**config.mk**
```make
export PLATFORM = sky130hd
export DESIGN_NAME = prfa_fifo
export DESIGN_NICKNAME = d
export VERILOG_FILES = /design/src/rtl/prfa_fifo.sv
export SDC_FILE = /design/constraint.sdc
export NUM_CORES = 1
export LEC_CHECK = 0
export BUFFER_PORTS_ARGS = -buffer_cell sky130_fd_sc_hd__buf_4
export CAP_MARGIN = 0
export CORE_AREA = 5 5 51 58
export DETAILED_ROUTE_END_ITERATION = 6
export DIE_AREA = 0 0 56 63
export HOLD_SLACK_MARGIN = 0.12
export PLACE_DENSITY = 0.58
export SLEW_MARGIN = 10
export SYNTH_ARGS = -nofsm -noshare
export SYNTH_HDL_FRONTEND = slang
export SYNTH_SLANG_ARGS = --single-unit
```
**constraint.sdc**
```tcl
create_clock -name clk -period 1.45 [get_ports clk]
set_input_delay 0.145 -clock clk [delete_from_list [all_inputs] [get_ports clk]]
set_output_delay 0.145 -clock clk [all_outputs]
set_load 0.02 [all_outputs]
```
**src/rtl/prfa_fifo.sv**
```systemverilog
// ----------------------------------------------------------------------------
// Small synchronous queue
// A register-based first-in first-out queue with full and empty flags, used
// between the classifier and the update pipeline and in front of the results.
// ----------------------------------------------------------------------------
module prfa_fifo #(
	parameter int WIDTH = 8,
	parameter int DEPTH = 2
) (
	input  logic             clk,
	input  logic             arst_n,
	input  logic             push,
	input  logic [WIDTH-1:0] wr_data,
	output logic             full,
	input  logic             pop,
	output logic [WIDTH-1:0] rd_data,
	output logic             empty
);

	localparam int PTR_W = (DEPTH > 1) ? $clog2(DEPTH) : 1;
	localparam int CNT_W = $clog2(DEPTH + 1);

	logic [WIDTH-1:0] entry_q [DEPTH];
	logic [PTR_W-1:0] wr_ptr_q;
	logic [PTR_W-1:0] rd_ptr_q;
	logic [CNT_W-1:0] cnt_q;
	logic             do_push;
	logic             do_pop;

	assign full    = (cnt_q == CNT_W'(DEPTH));
	assign empty   = (cnt_q == '0);
	assign do_push = push && !full;
	assign do_pop  = pop && !empty;
	assign rd_data = entry_q[rd_ptr_q];

	always_ff @(posedge clk) begin
		if (do_push) begin
			entry_q[wr_ptr_q] <= wr_data;
		end
	end

	always_ff @(posedge clk or negedge arst_n) begin
		if (!arst_n) begin
			wr_ptr_q <= '0;
			rd_ptr_q <= '0;
			cnt_q    <= '0;
		end else begin
			if (do_push) begin
				wr_ptr_q <= (wr_ptr_q == PTR_W'(DEPTH - 1)) ? '0 : wr_ptr_q + 1'b1;
			end
			if (do_pop) begin
				rd_ptr_q <= (rd_ptr_q == PTR_W'(DEPTH - 1)) ? '0 : rd_ptr_q + 1'b1;
			end
			case ({do_push, do_pop})
				2'b10: begin
					cnt_q <= cnt_q + 1'b1;
				end
				2'b01: begin
					cnt_q <= cnt_q - 1'b1;
				end
				default: begin
					cnt_q <= cnt_q;
				end
			endcase
		end
	end

endmodule

```
==> impl_metrics.py <==
metrics = {
    "placed_design": {
        "placement.setup.worst_slack_ns": 0.08060,
        "dp.final_hpwl_um": 912.3,
        "gpl_congestion": 0.6522,
        "portbufs": 21,
        "post_dp_cell_area_sq_um": 973.4,
        "dp.cells": 95,
    },
    "synth": {
        "yosys-top-cells-count": "edfxtp_1 (16), mux2_2 (8), dfrtp_1 (4), nor2_1 (3), xnor2_1 (3)",
        "yosysTopAreaCellShare_pct": 62.24,
        "yosysMostFrequentCell": "edfxtp_1",
        "synth_warnings": 0,
        "ys_dominant_reg_cell": "edfxtp_1",
        "post_synth_main_area_contributors": "edfxtp_1 (62%), dfrtp_1 (13%), mux2_2 (12%)",
        "synth_enable_flop_cells": 16,
        "yosys_register_bits": 20,
        "post-synth-top-area-cell": "edfxtp_1",
        "mappedNetlistArea_sq_um": 772.0,
        "synthArstFlopShare_pct": 20.00,
        "post_syn_nets": 56,
        "syn_avg_cell_area_sq_um": 17.95,
        "synth.distinct_cells": 13,
        "synthCells": 43,
        "synth_sequential_area_ratio_pct": 75.20,
    },
    "critical_path": {
        "timing.critical_path.fanout_max": 5,
        "r2r_start": "cnt_q[0]",
        "crit_path_frequent_cell": "buf_6",
        "crit_slowest_cell": "dfrtp_2",
        "cpLargestDelayFamily": "flip-flops",
        "cp.arrival_ns": 1.27,
        "timing.reg2reg.setup_slack_ns": 0.09,
        "slowest_delay_ns": 0.39,
        "startpoint_type": "register",
        "worstSetupPathType": "reg -> out",
        "worst-r2r-cell-count": 6,
        "timing.critical_path.cells": "buf_6, mux2_2, buf_6",
        "worst-path-buf-inv": 2,
        "timing.critical_path.required_ns": 1.31,
        "crit-reg2reg-capture": "cnt_q[1]",
        "endpoint_kind": "output port",
    },
    "drt": {
        "via_per_inst": 4.232,
        "avgRoutedWirePerCell_um": 12.47,
        "postRouteAntennaNets": 0,
        "num_vias": 474,
        "drt-initial-drc-count": 1,
        "wl_um": 1397,
        "drtPass1Iterations": 2,
        "drt_drc_violations_left": 0,
    },
    "layout": {
        "final_design_area_no_fill_sq_um": 1167,
        "layout.cells.non_filler": 112,
        "num-nets-final": 95,
        "syn2layout_area_growth_pct": 51.22,
        "layout-drive-gt1-share_pct": 51.85,
        "antenna-diode-count": 0,
        "final_core_util_pct": 49.60,
        "fillers": 208,
    },
    "floorplanning": {
        "std_cell_rows": 19,
        "core_area_sq_um": 2354,
        "start_util_pct": 32.80,
        "die_w_um": 56,
        "boundaryPins": 22,
        "design.die.area_sq_um": 3528,
        "die-height_um": 63,
    },
    "pwr": {
        "power.static_leakage_nw": 0.4735,
        "total_power_mw": 2.214,
        "vdd_drop_max_uv": 1087,
        "power-per-cell-area_nw_per_um2": 1897,
    },
    "grt": {
        "first_global_vias": 515,
        "grt_antenna_before_repair": 0,
        "grt.busiest_layer": "met2",
        "global_route.overflow_total": 0,
        "globalRouteMet3Util_pct": 3.512,
        "global_route.usage.met2_pct": 13.16,
        "largest_net_degree_at_the_start_of_global_routing": 12,
        "grt_pass1_wl_um": 2159,
        "groute.layer.met1.usage_pct": 8.877,
        "globalRouteTotalUtil_pct": 8.141,
    },
    "cts": {
        "htree_num_levels": 1,
        "cts_inserted_buffers": 3,
        "clock-root-buffer": "clkbuf_4",
        "clockBufferDepth": 2,
        "clock-sinks": 20,
        "cts_tree": "done",
        "clkTransAtPathRegs_ns": 0.10,
        "worstSkewPairLatency_ns": 0.29,
    },
    "sta": {
        "report.final.hold_viol_count": 0,
        "timing.setup.tns_ns": 0,
        "layout_worst_path_cycle_share_pct": 97.90,
        "clock.fmax_mhz": 704.5,
        "final_period_minus_worst_setup_slack_ns": 1.420,
        "finalMaxSlewViolations": 0,
        "setup-violations-final": 0,
        "worstMarginPinSlew_ns": 0.3934,
        "slew_headroom_pct": 73.77,
        "setup_slack_ns": 0.03048,
        "clock-skew-final_ns": 0.002560,
        "timing.hold.ws_ns": 0.1781,
        "rsz0062_at_grt": "yes",
    },
    "hold_path": {
        "holdCritPathClass": "in -> async",
    },
    "run_status": {
        "status": "complete, no violations",
    },
    "job": {
        "timing.max_cap.violations": 0,
    },
}
[power by group]
group          internal, mW  switching (mW)
Sequential            0.809          0.0873
Combinational         0.579           0.486
Clock                0.0999           0.153
Total                  1.49           0.727
[final cells by class]
type | count | area [sq um] | share of cell area, %
flip-flops and latches | 20 | 583.1 | 49.95
well taps | 31 | 38.79 | 3.323
inverters | 1 | 3.754 | 0.3215
repair buffers | 35 | 322.8 | 27.65
multi-input cells | 21 | 192.7 | 16.51
clock buffers | 3 | 22.52 | 1.929
clock inverters | 1 | 3.754 | 0.3215
[worst max-delay path by stage]
stage,start,endpoint,slack [ns],depth (start not counted)
3_3_place_gp,cnt_q[0],cnt_q[1],0.10,5
6_report,rd_ptr_q,rd_data[1],0.03,3
3_5_place_dp,cnt_q[0],cnt_q[1],0.08,5
2_1_floorplan,cnt_q[0],entry_q[0][0],0.06,3
5_1_grt,cnt_q[0],cnt_q[1],-0.06,6
4_1_cts,rd_ptr_q,rd_data[0],0.0008,3
[registers in the layout, summed over array words and instances, names as in the netlist]
register,cells
entry_q,16
cnt_q,2
rd_ptr_q,1
wr_ptr_q,1
[placed cells by master (no fill, tap or decap), types with 2 or more instances in the layout]
cell type / count
mux2_2: 8
xnor2_1: 3
edfxtp_1: 16
buf_6: 10
nor2_1: 2
clkbuf_4: 3
buf_4: 16
xor2_1: 2
dlygate4sd3_1: 9
dfrtp_2: 2
dfrtp_1: 2
[layer usage]
metal  vias up  wire (um)
li1        231          -
met1       227        602
met2        14        689
met3         2         88
met4         0         17
met5         -          0
[timing repair]
action / 4_1_cts / 5_1_grt
pin swaps: 0 / 1
setup buffers: 2 / 2
endpoints found under the hold margin: 20 / 0
endpoints found under the setup margin: 8 / 9
resized for setup: 2 / 12
hold buffers: 9 / 0
[logic make-up after synthesis]
group                    share of synthesized area, %
flip-flops                                      75.20
AND/OR/NAND/NOR                                 4.701
buffers and inverters                           1.133
XOR/XNOR                                        5.674
multiplexers                                    11.67
adder cells (fa/ha/maj)                         1.620
Note: power is estimated with default switching activity, not from simulation.
