**config.mk**
```make
export PLATFORM = sky130hd
export DESIGN_NAME = prfa_front
export DESIGN_NICKNAME = d
export VERILOG_FILES = /design/src/rtl/prfa_pkg.sv /design/src/rtl/prfa_front.sv
export SDC_FILE = /design/constraint.sdc
export NUM_CORES = 1
export LEC_CHECK = 0
export BUFFER_PORTS_ARGS = -buffer_cell sky130_fd_sc_hd__buf_2
export CORE_AREA = 2 2 95 97
export CTS_BUF_LIST = sky130_fd_sc_hd__clkbuf_8
export DETAILED_ROUTE_END_ITERATION = 10
export DIE_AREA = 0 0 97 99
export HOLD_SLACK_MARGIN = 0.06
export PLACE_DENSITY_LB_ADDON = 0.15
export SYNTH_ARGS = -nofsm -noshare
export SYNTH_HDL_FRONTEND = slang
export SYNTH_SLANG_ARGS = --single-unit
```
**constraint.sdc**
```tcl
create_clock -name clk -period 3.14 [get_ports clk]
set_input_delay 0.628 -clock clk [delete_from_list [all_inputs] [get_ports clk]]
set_output_delay 0.628 -clock clk [all_outputs]
set_load 0.005 [all_outputs]
```
**src/rtl/prfa_pkg.sv**
```systemverilog
// ----------------------------------------------------------------------------
// Per-flow rate adjuster package
// Field widths, operation and action codes, and the tag carried with each
// item between the classifier and the record update pipeline.
// ----------------------------------------------------------------------------
package prfa_pkg;

	localparam int FLOW_W  = 8;
	localparam int COUNT_W = 32;
	localparam int ACT_W   = 2;
	localparam int CFG_W   = 9;

	// Operation codes carried in the op field.
	localparam logic OP_LOAD = 1'b0;

	// Action codes reported with each result.
	localparam logic [ACT_W-1:0] ACT_HOLD = 2'd0;
	localparam logic [ACT_W-1:0] ACT_INC  = 2'd1;
	localparam logic [ACT_W-1:0] ACT_DEC  = 2'd2;
	localparam logic [ACT_W-1:0] ACT_LOAD = 2'd3;

	typedef struct packed {
		logic              op;
		logic              rejected;
		logic [FLOW_W-1:0] flow;
	} item_tag_t;

endpackage

```
**src/rtl/prfa_front.sv**
```systemverilog
// ----------------------------------------------------------------------------
// Rate adjuster front end
// Holds the active flow count, accepts input beats, checks the flow index
// against the limits and hands tagged items to the work queue.
// ----------------------------------------------------------------------------
module prfa_front #(
	parameter int MAX_FLOWS = 256,
	parameter int RATE_BITS = 20,
	parameter int ADDR_W    = 8
) (
	input  logic                        clk,
	input  logic                        arst_n,
	input  logic                        cfg_wr_en,
	input  logic [prfa_pkg::CFG_W-1:0]  cfg_wr_data,
	input  logic                        push,
	output logic                        full,
	input  logic                        op,
	input  logic [prfa_pkg::FLOW_W-1:0] flow,
	input  logic [RATE_BITS-1:0]        measured_rate,
	input  logic [RATE_BITS-1:0]        load_rate,
	input  logic [RATE_BITS-1:0]        load_min,
	input  logic [RATE_BITS-1:0]        load_max,
	input  logic [RATE_BITS-1:0]        load_step,
	input  logic                        q_full,
	output logic                        q_push,
	output prfa_pkg::item_tag_t         q_tag,
	output logic [ADDR_W-1:0]           q_addr,
	output logic [RATE_BITS-1:0]        q_meas,
	output logic [RATE_BITS-1:0]        q_load_rate,
	output logic [RATE_BITS-1:0]        q_load_min,
	output logic [RATE_BITS-1:0]        q_load_max,
	output logic [RATE_BITS-1:0]        q_load_step
);

	logic [prfa_pkg::CFG_W-1:0] active_flows_q;
	logic                       beyond_active;
	logic                       beyond_table;

	always_ff @(posedge clk or negedge arst_n) begin
		if (!arst_n) begin
			active_flows_q <= '0;
		end else if (cfg_wr_en) begin
			active_flows_q <= cfg_wr_data;
		end
	end

	// A flow is rejected past the active count or past the table itself.
	assign beyond_active = (prfa_pkg::CFG_W'(flow) >= active_flows_q);
	assign beyond_table  = (32'(flow) >= 32'(MAX_FLOWS));

	assign full              = q_full;
	assign q_push            = push && !q_full;
	assign q_tag.op          = op;
	assign q_tag.rejected    = beyond_active || beyond_table;
	assign q_tag.flow        = flow;
	assign q_addr            = ADDR_W'(flow);
	assign q_meas            = measured_rate;
	assign q_load_rate       = load_rate;
	assign q_load_min        = load_min;
	assign q_load_max        = load_max;
	assign q_load_step       = load_step;

endmodule

```
==> impl_metrics.py <==
metrics = {
    "drt": {
        "drc": 0,
        "viasPerCell": 3.05,
        "drt_iter0_markers": 11,
        "post_drt_wl_per_cell_um": 11.1,
        "antenna_left": 0,
        "dr_total_vias": 623,
        "routed_wl_um": 2260,
        "dr.pass1.iters": 4,
    },
    "grt": {
        "globalRoute.totalOverflow": 0,
        "grt_max_degree": 17,
        "grtUsageMet2_pct": 5.77,
        "grt_pass1_wl_um": 3230,
        "met1_usage_pct": 3.78,
        "globalRouteTotalUtil_pct": 4.44,
        "antenna_found_initial": 1,
        "grt_busiest_layer": "met4",
        "grt_use_met3_pct": 2.84,
        "grt_pass1_vias": 623,
    },
    "cts": {
        "insertion_delay_ns": 0.23,
        "cts_sinks": 9,
        "cts_resized": 0,
        "postCtsSetupRepairBufs": 0,
        "htree_levels": 1,
        "root_buffer": "clkbuf_8",
        "clk_pin_slew_ns": 0.04,
        "cts_tree": "done",
        "cts_buffers": 3,
        "cts_max_path_buffers": 2,
        "postCtsHoldBufs": 0,
    },
    "yosys": {
        "synthCells": 173,
        "synth-simple-area-share_pct": 3.87,
        "synth_compound_area_share_pct": 5.55,
        "synth-xor-area-share_pct": 0,
        "ys_seq_area_share_pct": 15.8,
        "syn_nets": 304,
        "synth_top_family_by_area": "buffers and inverters",
        "yosysUniqueCellTypes": 19,
        "synth.area.mux_share_pct": 1.58,
        "synth.cell_area_um2": 1420,
        "ys_warn_count": 0,
        "synth_fa_ha_area_share_pct": 7.04,
        "synth_seq_cells": 9,
        "avgSynthCellArea_um2": 8.22,
    },
    "worst_setup_path": {
        "critPathKind": "primary input to output port",
        "slowest_stage": "o31ai_1",
        "cp_max_fo": 3,
        "worstPathArrival_ns": 1.73,
        "slowest_delay_ns": 0.32,
        "worst_path_dominant_cell_family": "compound AO/OA/AOI/OAI gates",
        "cp-start-kind": "primary input",
        "critPathMostFrequentCell": "buf_2",
        "path_buf_inv": 3,
        "crit_path_end_kind": "output port",
        "crit_chain": "buf_2 > inv_1 > ha_1 > nand2b_1 > a31oi_1 > o31ai_1 > buf_2",
        "critPathRequiredTime_ns": 2.51,
    },
    "timing": {
        "setup_violations": 0,
        "period_share_pct": 74.9,
        "slew_viol_final": 0,
        "worst_slew_pin_slew_ns": 0.296,
        "setup_tns_ns": 0,
        "slew_headroom_pct": 80.1,
        "finalHoldViolCount": 0,
        "fin_crit_ns": 2.35,
        "clock_skew_ns": 0,
        "worst_slack_ns": 0.787,
        "rsz0062_at_grt": "no",
        "fmax_mhz": 425,
    },
    "finish": {
        "final_cell_mix": "buf_2 (40), inv_1 (9), dfrtp_1 (9)",
        "drive_above_1_share_pct": 46.9,
        "area_growth_pct": -37.2,
        "largestRegisters": "active_flows_q (9)",
        "fill_cells": 970,
        "max_flop_register": "active_flows_q",
        "antenna_cells": 0,
        "layout_commonest_cell": "buf_2",
        "fin_util_pct": 10.4,
        "nets": 228,
        "largest_register_ffs": 9,
    },
    "power": {
        "p_int_w": 0.000251,
        "vdd_drop_max_uv": 79.6,
        "clkPwrFrac_pct": 37.9,
        "fin_total_pwr_w": 0.000337,
        "swShare_pct": 25.5,
        "p_leak_nw": 0.448,
        "power_frac_seq_pct": 38.7,
        "comb_power_share_pct": 23.4,
        "p_sw_w": 0.0000861,
        "powerDensity_nw_per_um2": 378,
    },
    "floorplan": {
        "die_w_um": 97,
        "initial_core_util_pct": 16.6,
        "die_y_um": 99,
        "pin_count": 243,
        "dieArea_um2": 9600,
        "core-area_um2": 8550,
        "row_count": 34,
    },
    "place": {
        "place_congestion": 0.727,
        "io_buffers": 40,
        "dp_slack_ns": 0.750,
    },
    "job": {
        "cap_violations": 0,
    },
    "outcome": {
        "status": "completed",
    },
    "worst_hold_path": {
        "hp-class": "primary input to async pin",
    },
}
## synth_stat cells (all sizes together)
library cell  count  area [um^2]
dfrtp             9          225
o32a              1         10.0
nand2             8         30.0
a31oi             1         6.26
buf             120          905
o21ai             7         35.0
nor2              1         3.75
clkbuf            1         5.00
o31ai             1         7.51
inv               8         30.0
a211oi            1         7.51
a21oi             1         5.00
nand2b            1         6.26
a21o              1         7.51
ha                8          100
mux2              2         22.5
nor2b             1         6.26
nand4b            1         8.76
## power groups by stage
stage / clock (W) / combinational (W) / sequential [W]
final: 0.000128 / 0.0000790 / 0.000130
after CTS: 0.000132 / 0.0000823 / 0.000130
after detailed placement: 0 / 0.0000818 / 0.000132
after floorplan: 0 / 0.000163 / 0.000131
after global routing: 0.000137 / 0.0000914 / 0.000132
after global placement: 0 / 0.0000809 / 0.000132
## routing by layer
metal | part of all wire, % | vias up
li1 | - | 265
met1 | 31 | 271
met2 | 41 | 41
met3 | 16 | 44
met4 | 12 | 2
met5 | 0.71 | -
## path summary, 6_finish.rpt
path,cells past startpoint,endpoint,from,slack [ns]
worst max-delay path,7,q_tag[8],flow[0],0.79
worst min-delay path,1,active_flows_q[3]$_DFFE_PN0P_,arst_n,0.24
worst max register to register,1,active_flows_q[8]$_DFFE_PN0P_,active_flows_q[8]$_DFFE_PN0P_,2.38
worst min register to register,1,active_flows_q[0]$_DFFE_PN0P_,active_flows_q[0]$_DFFE_PN0P_,0.53
max in group asynchronous,1,active_flows_q[8]$_DFFE_PN0P_,arst_n,2.72
min in group clk,1,active_flows_q[0]$_DFFE_PN0P_,active_flows_q[0]$_DFFE_PN0P_,0.53
## per-stage QoR
step | std cells | instance area [um^2] | hold slack, ns
after floorplan | 173 | 1420 | 0.332
after global placement | 200 | 847 | 0.496
after detailed placement | 200 | 847 | 0.495
after CTS | 204 | 892 | 0.251
after global routing | 204 | 892 | 0.254
final | 204 | 892 | 0.244
## area by class of cell
cell class / count / area (um^2) / share of cell area [%]
clock inverters: 1 / 3.75 / 0.421
repair buffers: 40 / 200 / 22.4
well taps: 108 / 135 / 15.1
inverters: 8 / 30.0 / 3.37
clock buffers: 3 / 41.3 / 4.63
flip-flops and latches: 9 / 225 / 25.2
multi-input cells: 35 / 256 / 28.8
## logic make-up (layout without fill, tap and decap cells)
logic type,after synthesis,after routing
mux,2,2
compound gates,13,13
buf+inv,129,52
fa+ha+maj,8,8
flops,9,9
simple gates,12,12
No activity file was read; power rests on OpenSTA's default activity.
